**src/sv/dts_pkg.sv**
```systemverilog
// Shared constants and types for the dwell time selection trigger.
package dts_pkg;

    localparam int TS_W       = 32;
    localparam int DWELL_W    = 16;
    localparam int CELL_W     = 4;
    localparam int GRID_DIM   = 16;
    localparam int PROG_FRAC  = 10;
    localparam int PROG_W     = PROG_FRAC + 1;
    localparam int MODE_W     = 2;

    localparam int DIGIT_W    = 2;
    localparam int SUB_STEPS  = TS_W / DIGIT_W;
    localparam int SUB_CNT_W  = $clog2(SUB_STEPS);
    localparam int DIV_STEPS  = PROG_FRAC;
    localparam int DIV_CNT_W  = $clog2(DIV_STEPS);

    localparam logic [DWELL_W-1:0] DWELL_RESET = DWELL_W'(600);
    localparam logic [PROG_W-1:0]  PROG_FULL   = PROG_W'(1) << PROG_FRAC;
    localparam logic [PROG_W-1:0]  PROG_ZERO   = '0;

    localparam logic [MODE_W-1:0] MODE_OPEN     = 2'd0;
    localparam logic [MODE_W-1:0] MODE_PRESSED  = 2'd1;
    localparam logic [MODE_W-1:0] MODE_RELEASED = 2'd2;
    localparam logic [MODE_W-1:0] MODE_HOLD     = 2'd3;

    localparam logic KIND_FRAME = 1'b0;
    localparam logic KIND_REARM = 1'b1;

    typedef struct packed {
        logic            done;
        logic [TS_W-1:0] diff;
    } sub_res_t;

    typedef struct packed {
        logic              done;
        logic [PROG_W-1:0] quot;
    } div_res_t;

endpackage

```
**src/sv/dts_ser_sub.sv**
```systemverilog
// Digit-serial 32-bit subtractor, two bits per cycle, LSB first.
module dts_ser_sub (
    input  logic                  clk,
    input  logic                  rst_n,
    input  logic                  start,
    input  logic [dts_pkg::TS_W-1:0] a,
    input  logic [dts_pkg::TS_W-1:0] b,
    output dts_pkg::sub_res_t     res
);
    import dts_pkg::*;

    logic [TS_W-1:0]      a_sh_reg;
    logic [TS_W-1:0]      b_sh_reg;
    logic [TS_W-1:0]      d_sh_reg;
    logic                 borrow_reg;
    logic                 busy_reg;
    logic                 done_reg;
    logic [SUB_CNT_W-1:0] cnt_reg;
    logic [DIGIT_W:0]     dig;

    assign dig = {1'b0, a_sh_reg[DIGIT_W-1:0]} - {1'b0, b_sh_reg[DIGIT_W-1:0]}
                 - {{DIGIT_W{1'b0}}, borrow_reg};

    always_ff @(posedge clk or negedge rst_n)
    begin
        if (!rst_n)
        begin
            busy_reg <= 1'b0;
            done_reg <= 1'b0;
            cnt_reg  <= '0;
        end
        else
        begin
            done_reg <= !start && busy_reg && (cnt_reg == SUB_CNT_W'(SUB_STEPS - 1));
            if (start)
            begin
                busy_reg <= 1'b1;
                cnt_reg  <= '0;
            end
            else if (busy_reg)
            begin
                cnt_reg <= cnt_reg + 1'b1;
                if (cnt_reg == SUB_CNT_W'(SUB_STEPS - 1))
                    busy_reg <= 1'b0;
            end
        end
    end

    always_ff @(posedge clk)
    begin
        if (start)
        begin
            a_sh_reg   <= a;
            b_sh_reg   <= b;
            borrow_reg <= 1'b0;
        end
        else if (busy_reg)
        begin
            a_sh_reg   <= a_sh_reg >> DIGIT_W;
            b_sh_reg   <= b_sh_reg >> DIGIT_W;
            d_sh_reg   <= {dig[DIGIT_W-1:0], d_sh_reg[TS_W-1:DIGIT_W]};
            borrow_reg <= dig[DIGIT_W];
        end
    end

    assign res.done = done_reg;
    assign res.diff = d_sh_reg;

endmodule

```
**src/sv/dts_div.sv**
```systemverilog
// Restoring divider for Q1.10 progress, one quotient bit per cycle.
module dts_div (
    input  logic                        clk,
    input  logic                        rst_n,
    input  logic                        start,
    input  logic [dts_pkg::DWELL_W-1:0] num,
    input  logic [dts_pkg::DWELL_W-1:0] den,
    output dts_pkg::div_res_t           res
);
    import dts_pkg::*;

    logic [DWELL_W-1:0]   rem_reg;
    logic [PROG_W-1:0]    quot_reg;
    logic                 busy_reg;
    logic                 done_reg;
    logic [DIV_CNT_W-1:0] cnt_reg;
    logic [DWELL_W:0]     sh;
    logic [DWELL_W+1:0]   trial;
    logic                 ge;

    // num <= den, so the top quotient bit is set only when they match
    assign sh    = {rem_reg, 1'b0};
    assign trial = {1'b0, sh} - {2'b00, den};
    assign ge    = !trial[DWELL_W+1];

    always_ff @(posedge clk or negedge rst_n)
    begin
        if (!rst_n)
        begin
            busy_reg <= 1'b0;
            done_reg <= 1'b0;
            cnt_reg  <= '0;
        end
        else
        begin
            done_reg <= !start && busy_reg && (cnt_reg == DIV_CNT_W'(DIV_STEPS - 1));
            if (start)
            begin
                busy_reg <= 1'b1;
                cnt_reg  <= '0;
            end
            else if (busy_reg)
            begin
                cnt_reg <= cnt_reg + 1'b1;
                if (cnt_reg == DIV_CNT_W'(DIV_STEPS - 1))
                    busy_reg <= 1'b0;
            end
        end
    end

    always_ff @(posedge clk)
    begin
        if (start)
        begin
            quot_reg <= {{(PROG_W-1){1'b0}}, num == den};
            rem_reg  <= (num == den) ? '0 : num;
        end
        else if (busy_reg)
        begin
            quot_reg <= {quot_reg[PROG_W-2:0], ge};
            rem_reg  <= ge ? trial[DWELL_W-1:0] : sh[DWELL_W-1:0];
        end
    end

    assign res.done = done_reg;
    assign res.quot = quot_reg;

endmodule

```
**src/sv/dwell_time_selection_trigger.sv**
```systemverilog
// Top level: selection tracking, dwell evaluation sequencer and output register.
// Sequence: a rearm word, or a frame word that needs no timing, goes from IDLE
//   straight to FIN; with timing, the serial subtract runs first (SUB), and the
//   progress division (DIV, one quotient bit per cycle) follows when it is needed.
// Flow: one word at a time; a new word is accepted once the previous result
//   sits in the output register, which FIN loads only when the output is free.
// Reset: asynchronous, trigger open, dwell time 600 ms.
module dwell_time_selection_trigger (
    input  logic                         clk,
    input  logic                         rst_n,
    input  logic                         in_valid,
    output logic                         in_ready,
    input  logic                         kind,
    input  logic [dts_pkg::TS_W-1:0]     now_ms,
    input  logic                         cell_valid,
    input  logic [dts_pkg::CELL_W-1:0]   cell_row,
    input  logic [dts_pkg::CELL_W-1:0]   cell_col,
    input  logic                         over_button,
    output logic                         out_valid,
    input  logic                         out_ready,
    output logic [dts_pkg::MODE_W-1:0]   trigger_state,
    output logic [dts_pkg::PROG_W-1:0]   progress,
    output logic                         progress_written,
    input  logic                         cfg_we,
    input  logic [dts_pkg::DWELL_W-1:0]  cfg_wdata
);
    import dts_pkg::*;

    localparam logic [2:0] S_IDLE = 3'd0;
    localparam logic [2:0] S_SUB  = 3'd1;
    localparam logic [2:0] S_DIV  = 3'd2;
    localparam logic [2:0] S_FIN  = 3'd3;

    localparam logic [CELL_W:0] GRID_LIM = (CELL_W+1)'(GRID_DIM);

    logic [2:0]         state_reg, state_next;
    logic [DWELL_W-1:0] dwell_reg;
    logic [MODE_W-1:0]  mode_reg;
    logic               last_valid_reg;
    logic [CELL_W-1:0]  last_row_reg;
    logic [CELL_W-1:0]  last_col_reg;
    logic [TS_W-1:0]    cell_entry_reg;
    logic               btn_focused_reg;
    logic [TS_W-1:0]    btn_since_reg;
    logic [PROG_W-1:0]  res_prog_reg;
    logic               res_wr_reg;
    logic               out_valid_reg;
    logic [MODE_W-1:0]  out_state_reg;
    logic [PROG_W-1:0]  out_prog_reg;
    logic               out_wr_reg;

    logic               accept;
    logic               sel_valid;
    logic               same;
    logic               need_eval;
    logic [TS_W-1:0]    eval_ref;
    logic               sub_start;
    logic               div_start;
    logic               out_free;
    logic               gt_dwell;
    logic               gt_half;
    logic               zero_el;
    sub_res_t           sub_res;
    div_res_t           div_res;

    assign in_ready  = (state_reg == S_IDLE);
    assign accept    = in_valid && in_ready;
    assign out_free  = !out_valid_reg || out_ready;

    assign sel_valid = cell_valid && ({1'b0, cell_row} < GRID_LIM)
                       && ({1'b0, cell_col} < GRID_LIM);
    assign same      = last_valid_reg && sel_valid && (cell_row == last_row_reg)
                       && (cell_col == last_col_reg);
    assign need_eval = over_button || (same && (mode_reg != MODE_HOLD));
    assign eval_ref  = over_button ? (btn_focused_reg ? btn_since_reg : now_ms)
                                   : cell_entry_reg;
    assign sub_start = accept && (kind == KIND_FRAME) && need_eval;

    assign gt_dwell  = sub_res.diff > {{(TS_W-DWELL_W){1'b0}}, dwell_reg};
    assign gt_half   = {sub_res.diff[DWELL_W-1:0], 1'b0} > {1'b0, dwell_reg};
    assign zero_el   = (sub_res.diff[DWELL_W-1:0] == '0);
    assign div_start = (state_reg == S_SUB) && sub_res.done && !gt_dwell && !zero_el;

    dts_ser_sub u_sub (
        .clk   (clk),
        .rst_n (rst_n),
        .start (sub_start),
        .a     (now_ms),
        .b     (eval_ref),
        .res   (sub_res)
    );

    dts_div u_div (
        .clk   (clk),
        .rst_n (rst_n),
        .start (div_start),
        .num   (sub_res.diff[DWELL_W-1:0]),
        .den   (dwell_reg),
        .res   (div_res)
    );

    always_comb
    begin
        state_next = state_reg;
        case (state_reg)
            S_IDLE:
            begin
                if (accept)
                    state_next = sub_start ? S_SUB : S_FIN;
            end
            S_SUB:
            begin
                if (sub_res.done)
                    state_next = div_start ? S_DIV : S_FIN;
            end
            S_DIV:
            begin
                if (div_res.done)
                    state_next = S_FIN;
            end
            S_FIN:
            begin
                if (out_free)
                    state_next = S_IDLE;
            end
            default: state_next = S_IDLE;
        endcase
    end

    always_ff @(posedge clk or negedge rst_n)
    begin
        if (!rst_n)
        begin
            state_reg       <= S_IDLE;
            dwell_reg       <= DWELL_RESET;
            mode_reg        <= MODE_OPEN;
            last_valid_reg  <= 1'b0;
            last_row_reg    <= '0;
            last_col_reg    <= '0;
            cell_entry_reg  <= '0;
            btn_focused_reg <= 1'b0;
            btn_since_reg   <= '0;
            res_prog_reg    <= '0;
            res_wr_reg      <= 1'b0;
            out_valid_reg   <= 1'b0;
        end
        else
        begin
            state_reg <= state_next;
            if (cfg_we)
                dwell_reg <= cfg_wdata;

            if (accept)
            begin
                res_prog_reg <= PROG_ZERO;
                if (kind == KIND_REARM)
                begin
                    mode_reg       <= MODE_HOLD;
                    cell_entry_reg <= now_ms;
                    res_wr_reg     <= 1'b0;
                end
                else
                begin
                    last_valid_reg <= sel_valid;
                    if (sel_valid)
                    begin
                        last_row_reg <= cell_row;
                        last_col_reg <= cell_col;
                    end
                    if (!same && sel_valid)
                        cell_entry_reg <= now_ms;
                    if (over_button || !same)
                        mode_reg <= MODE_OPEN;
                    res_wr_reg <= over_button || !same || (mode_reg != MODE_HOLD);
                    if (over_button)
                    begin
                        btn_focused_reg <= 1'b1;
                        if (!btn_focused_reg)
                            btn_since_reg <= now_ms;
                    end
                    else
                    begin
                        btn_focused_reg <= 1'b0;
                        btn_since_reg   <= now_ms;
                    end
                end
            end

            if ((state_reg == S_SUB) && sub_res.done)
            begin
                if (gt_dwell)
                begin
                    mode_reg     <= MODE_RELEASED;
                    res_prog_reg <= PROG_FULL;
                end
                else if (gt_half)
                    mode_reg <= MODE_PRESSED;
            end

            if ((state_reg == S_DIV) && div_res.done)
                res_prog_reg <= div_res.quot;

            if ((state_reg == S_FIN) && out_free)
                out_valid_reg <= 1'b1;
            else if (out_ready)
                out_valid_reg <= 1'b0;
        end
    end

    always_ff @(posedge clk)
    begin
        if ((state_reg == S_FIN) && out_free)
        begin
            out_state_reg <= mode_reg;
            out_prog_reg  <= res_prog_reg;
            out_wr_reg    <= res_wr_reg;
        end
    end

    assign out_valid        = out_valid_reg;
    assign trigger_state    = out_state_reg;
    assign progress         = out_prog_reg;
    assign progress_written = out_wr_reg;

    a_prog_range: assert property (@(posedge clk) disable iff (!rst_n)
        out_valid |-> progress <= PROG_FULL)
        else $error("progress above full scale");

    a_unwritten_zero: assert property (@(posedge clk) disable iff (!rst_n)
        (out_valid && !progress_written) |-> progress == PROG_ZERO)
        else $error("unwritten progress not zero");

    a_hold_unwritten: assert property (@(posedge clk) disable iff (!rst_n)
        (out_valid && trigger_state == MODE_HOLD) |-> !progress_written)
        else $error("hold word carries progress");

    a_sub_done_state: assert property (@(posedge clk) disable iff (!rst_n)
        sub_res.done |-> state_reg == S_SUB)
        else $error("subtractor finished outside timing phase");

    a_div_done_state: assert property (@(posedge clk) disable iff (!rst_n)
        div_res.done |-> state_reg == S_DIV)
        else $error("divider finished outside division phase");

endmodule
```
**config.mk**
```make
export PLATFORM = sky130hd
export DESIGN_NAME = dwell_time_selection_trigger
export DESIGN_NICKNAME = d
export VERILOG_FILES = /design/src/sv/dts_pkg.sv /design/src/sv/dts_ser_sub.sv /design/src/sv/dts_div.sv /design/src/sv/dwell_time_selection_trigger.sv
export SDC_FILE = /design/constraint.sdc
export NUM_CORES = 1
export LEC_CHECK = 0
export BUFFER_PORTS_ARGS = -buffer_cell sky130_fd_sc_hd__buf_4
export CAP_MARGIN = 20
export CORE_UTILIZATION = 40
export CTS_BUF_LIST = sky130_fd_sc_hd__clkbuf_8
export CTS_CLUSTER_DIAMETER = 200
export DETAILED_ROUTE_END_ITERATION = 16
export PLACE_DENSITY = 0.67
export SYNTH_ARGS = -nofsm -noshare
export SYNTH_HDL_FRONTEND = slang
export SYNTH_SLANG_ARGS = --single-unit
```
**constraint.sdc**
```tcl
create_clock -name clk -period 3.65 [get_ports clk]
set_input_delay 0.9125 -clock clk [delete_from_list [all_inputs] [get_ports clk]]
set_output_delay 0.9125 -clock clk [all_outputs]
set_load 0.01 [all_outputs]
```
Word level (Yosys, flattened, before mapping)

Index checks and enable logic that the tools add are counted.
W data, S select, Z words.

Output and inout bits: 16
Register bits after elaboration: 258
Word-level logic and storage cells: 135
Bits of input ports: 64

Reductions and logical operators: 39
$add $sub $neg: 5
Multiplexer cells: 46
Magnitude comparators: 2
Bitwise logic cells: 2
Eq/ne operators: 13

Operators by type and width:

| operator              | number |
|---|---|
| $mux W32              | 9 |
| $mux W16              | 4 |
| $mux W11              | 4 |
| $gt A32 B16 Y1        | 1 |
| $sub A17 B16 Y18      | 1 |
| $gt A17 B16 Y1        | 1 |
| $logic_and A1 B1 Y1   | 17 |
| $eq A16 B16 Y1        | 1 |
| $logic_not A16 Y1     | 1 |
| $mux W4               | 4 |
| $mux W2               | 7 |
| $mux W1               | 13 |
| $mux W3               | 4 |
| $pmux W3 S4           | 1 |
| $add A4 B1 Y4 const B | 2 |
| $eq A4 B4 Y1          | 2 |
| $eq A4 B4 Y1 const B  | 2 |
| $reduce_bool A2 Y1    | 4 |
| $logic_not A1 Y1      | 7 |
| $eq A3 B2 Y1 const B  | 2 |
| $ne A2 B1 Y1 const B  | 3 |
| $reduce_and A2 Y1     | 3 |
| $logic_or A1 B1 Y1    | 4 |
| $ne A2 B2 Y1 const B  | 2 |
| 7 further kinds       | 8 |

Longest topological paths before layout

Word-level depth: 11
Depth in mapped cells: 11
Mapped depth without buffers: 9

Hierarchy

From an unflattened synthesis, not the netlist that was laid out.

Cell total of the unflattened synthesis: 1,028
Area, all modules: 12,938.7 um^2

Modules (own cells, without submodules):

| module                       | area an instance (um^2) | cells an instance | times used | sequential area each (um^2) |
|---|---|---|---|---|
| dwell_time_selection_trigger | 6,398.6                 | 559               | 1          | 3,103.0 |
| dts_ser_sub                  | 4,041.4                 | 204               | 1          | 3,052.9 |
| dts_div                      | 2,498.6                 | 265               | 1          | 860.8 |

Worst setup path after synthesis

OpenSTA, ideal clock, no wires.

Path kind: input -> register
Start point: input cell_row[2] (netlist name)
End point: register u_sub.a_sh_reg[0] (enable)
Setup time: 432 ps
Data required time: 3,218 ps
Buffers on the path: 1
Arrival: 3,376 ps
Stages on the path: 6
Path slack: -159 ps
Path through: xnor2_1 -> nand3_1 -> nor4b_1 -> o21ai_1 -> clkbuf_1 -> nand2b_1

Word-level cells in the longest chain between the ends: 7

RTL lines:

| what                         | RTL line                           | RTL |
|---|---|---|
| from (decl)                  | dwell_time_selection_trigger.sv:16 | `input logic [dts_pkg::CELL_W-1:0] cell_row,` |
| $eq A4 B4 Y1                 | dwell_time_selection_trigger.sv:72 | `assign same = last_valid_reg && sel_valid && (cell_row == last_row_reg)` |
| $logic_and A1 B1 Y1          | dwell_time_selection_trigger.sv:72 |  |
| $logic_and A1 B1 Y1          | dwell_time_selection_trigger.sv:73 | `&& (cell_col == last_col_reg);` |
| $logic_and A1 B1 Y1          | dwell_time_selection_trigger.sv:74 | `assign need_eval = over_button \|\| (same && (mode_reg != MODE_HOLD));` |
| $logic_or A1 B1 Y1           | dwell_time_selection_trigger.sv:74 |  |
| $logic_and A1 B1 Y1          | dwell_time_selection_trigger.sv:77 | `assign sub_start = accept && (kind == KIND_FRAME) && need_eval;` |
| $reduce_bool A2 Y1 (no line) | -                                  |  |
| to (signal assigned)         | dts_ser_sub.sv:59                  | `a_sh_reg <= a_sh_reg >> DIGIT_W;` |
| to (decl)                    | dts_ser_sub.sv:12                  | `logic [TS_W-1:0] a_sh_reg;` |

Every way passes these cells.
A chain may end at the register's enable or synchronous reset.

Final worst setup path

Start point: register u_sub.d_sh_reg[15]
End point: register u_div.rem_reg[8], data pin

Word-level cells in the longest chain between the ends: 5
Elaborated cells between the ends (all ways): 9
Classes of those cells: order compare (1); eq/ne (1); mux (2); reduce/logical (5)

RTL lines:

| what                             | RTL line                           | RTL |
|---|---|---|
| from (decl)                      | dts_ser_sub.sv:14                  | `logic [TS_W-1:0] d_sh_reg;` |
| from (signal assigned)           | dts_ser_sub.sv:61                  | `d_sh_reg <= {dig[DIGIT_W-1:0], d_sh_reg[TS_W-1:DIGIT_W]};` |
| $gt A32 B16 Y1                   | dwell_time_selection_trigger.sv:79 | `assign gt_dwell = sub_res.diff > {{(TS_W-DWELL_W){1'b0}}, dwell_reg};` |
| $logic_not A1 Y1                 | dwell_time_selection_trigger.sv:82 | `assign div_start = (state_reg == S_SUB) && sub_res.done && !gt_dwell && !zero_el;` |
| $logic_and A1 B1 Y1 (2 in a row) | dwell_time_selection_trigger.sv:82 |  |
| $mux W16 (*)                     | dts_div.sv:53                      | `if (start)` |
| to (signal assigned)             | dts_div.sv:56                      | `rem_reg <= (num == den) ? '0 : num;` |
| to (signal assigned)             | dts_div.sv:61                      | `rem_reg <= ge ? trial[DWELL_W-1:0] : sh[DWELL_W-1:0];` |
| to (decl)                        | dts_div.sv:12                      | `logic [DWELL_W-1:0] rem_reg;` |

Mark *: on every way between the ends. The rest lies on a longest branch, timed or not.

==> flow_summary.toml <==
[power_and_ir_drop]
p_clk_frac = 0.249
powerDensity_nw_per_um2 = 738
ir_worst_vdd_mv = 0.469
combPwrFrac = 0.262
pwr-share-seq = 0.489
p_sw_uw = 3250
power.leakage_uw = 0.00611
p_sw_frac = 0.308
power.internal_uw = 7310

[clocking]
clk_pin_slew_worst_paths_ns = 0.06
htree_levels = 2
cts.sinks = 257
cts_hold_buf = 0
root_buffer = "clkbuf_8"
insertion_delay_ns = 0.55
cts_made_buffers = 43
clockBufferDepth = 3
post_cts_resized = 0
cts_tree = "done"
post_cts_buffers = 0

[logic_synthesis]
ys_warn_count = 0
synth_top_cell_by_area = "edfxtp_1"
ys_types = 66
synth_edf_count = 127
async_reset_ff_frac = 0.463
yosys_most_used_dff = "edfxtp_1"
synth.most_common_cell = "nand2_1"
yosys-top-cells-area = "edfxtp_1 31%, dfrtp_1 23%, mux2_2 6.6%"
yosysSeqAreaShare = 0.566
synth_commonest_cells = "205 x nand2_1, 127 x edfxtp_1, 115 x dfrtp_1"
syn_area_sq_um = 12400
synthesis.nets = 1214
ys_ff_latch = 257
syn_avg_cell_area_sq_um = 11.3
synthDominantCellAreaShare = 0.308
netlist_instances = 1094

[die]
start_util = 0.406
die_x_microns = 178
dieArea_sq_um = 31700
die_y_microns = 178
pin_count = 80
rows = 64
core_area_sq_um = 30500

[layout]
antenna_cells = 0
drive_above_1_share = 0.205
finalNetCount = 1302
syn2layout_area_growth_pct = 15.6
final_cell_count_no_fill = 1613
final_area_sq_um = 14300

[drt]
vias_per_cell = 5.24
num_vias = 8460
drc = 0
totalWireLength_microns = 25300
ant_nets = 0
wire_per_inst_microns = 15.7
first_pass_iters = 5
first_iter_violations = 485

[worst_setup_path]
path_cells = "ha_1 -> nand4_2 -> nor4_1 -> and2b_2 -> a31oi_2 -> or3_1 -> a32oi_1 -> o21ai_0"
start_kind = "register"
path_class = "reg -> reg"
cp_slowest_cell = "or3_1"
worst-r2r-cell-count = 8
cp-end-kind = "register"
crit_arrival_ns = 3.48
required_ns = 3.94
cpPeakStageDelay_ns = 0.61
critPathMaxFanout = 14

[placement]
pre_cts_ws_ns = 0.600
dpl.cell_count = 1533
dp_hpwl_microns = 16600
port_buffers = 79
placed_cell_area_sq_um = 13400
routabilityCongestion = 0.851

[hold_path]
hold_class = "in -> async"

[sta]
setup_viol = 0
fin_ws_ns = 0.455
hold_viol = 0
clock_skew_ns = 0.0350
fmax_mhz = 313
period_needed_ns = 3.19
slew_viol_final = 0
whs_ns = 0.440
slew_headroom = 0.433
tightest_slew_ns = 0.851
tns_ns = 0
rsz0062_at_grt = "no"
fin_crit_sh = 0.875

[grt]
track_usage = 0.165
grt_pass1_wl_microns = 41700
grt-ovfl-total = 0
grt_max_degree = 95
antenna_found_initial = 0
grt_pass1_vias = 8311

[outcome]
status = "complete, no violations"

[flow_run]
drv_cap = 0
[cell families after synthesis]
group,Yosys count,synth area share
AND/OR/NAND/NOR,346,0.125
XOR/XNOR,22,0.0156
AO/OA/AOI/OAI,207,0.104
multiplexers,118,0.103
adder cells (fa/ha/maj),56,0.0584
buffers and inverters,88,0.0286
flip-flops,257,0.566
[layout make-up]
class / instances / area (sq um)
Fill cell: 2748 / 16200
Sequential cell: 257 / 7020
Multi-Input combinational cell: 749 / 5040
Timing Repair Buffer: 93 / 723
Clock buffer: 51 / 702
Tap cell: 396 / 495
Clock inverter: 29 / 201
Inverter: 38 / 143
[path summary, 6_finish.rpt]
check                              startpoint                  to  slack [ns]
setup / recovery           u_sub.d_sh_reg[15]    u_div.rem_reg[8]        0.46
hold / removal                          rst_n   btn_since_reg[13]        0.44
setup reg to reg           u_sub.d_sh_reg[15]    u_div.rem_reg[8]        0.46
hold reg to reg            u_sub.d_sh_reg[21]  u_sub.d_sh_reg[19]        0.44
max in group asynchronous               rst_n    btn_since_reg[0]        2.40
min in group clk           u_sub.d_sh_reg[21]  u_sub.d_sh_reg[19]        0.44
[power groups by stage]
| stage | combinational, uW | sequential (uW) | clock (uW) |
|---|---|---|---|
| final | 2770 | 5170 | 2630 |
| after global routing | 3130 | 5320 | 2830 |
| after CTS | 2810 | 5180 | 2700 |
| after detailed placement | 2790 | 5220 | 0 |
| after global placement | 2700 | 5190 | 0 |
| after floorplan | 2110 | 4980 | 0 |
[worst max-delay path: cells and delay by family, from the launching register on]
| kind | cells | cell delay, ns |
|---|---|---|
| AOI/OAI and AO/OA | 3 | 0.46 |
| adders and majority gates | 1 | 0.37 |
| and+or+nand+nor | 4 | 1.61 |
| DFF | 1 | 0.50 |
[placed cells by master, fill, tap and decap left out, types with 24 or more instances in the layout]
cell      instances
edfxtp_1        127
ha_1             53
nor2_1           46
nand2_1         205
buf_4            91
mux2_2           73
o21ai_0         101
inv_1            55
a21oi_1          24
clkbuf_8         51
mux2i_1          44
dfrtp_1         114
[metal layers]
metal | up-vias | global-route usage | part of all wire
li1 | 4109 | - | -
met1 | 4120 | 0.216 | 0.46
met2 | 184 | 0.270 | 0.46
met3 | 47 | 0.0360 | 0.055
met4 | 0 | 0.0509 | 0.022
met5 | - | 0 | 0
[through the flow]
step,utilization,power (uW)
after floorplan,-,7090
after global placement,0.440,7900
after detailed placement,0.440,8010
after CTS,0.469,10700
after global routing,0.469,11300
final,0.469,10600
Note: power is estimated with default switching activity, not from simulation.
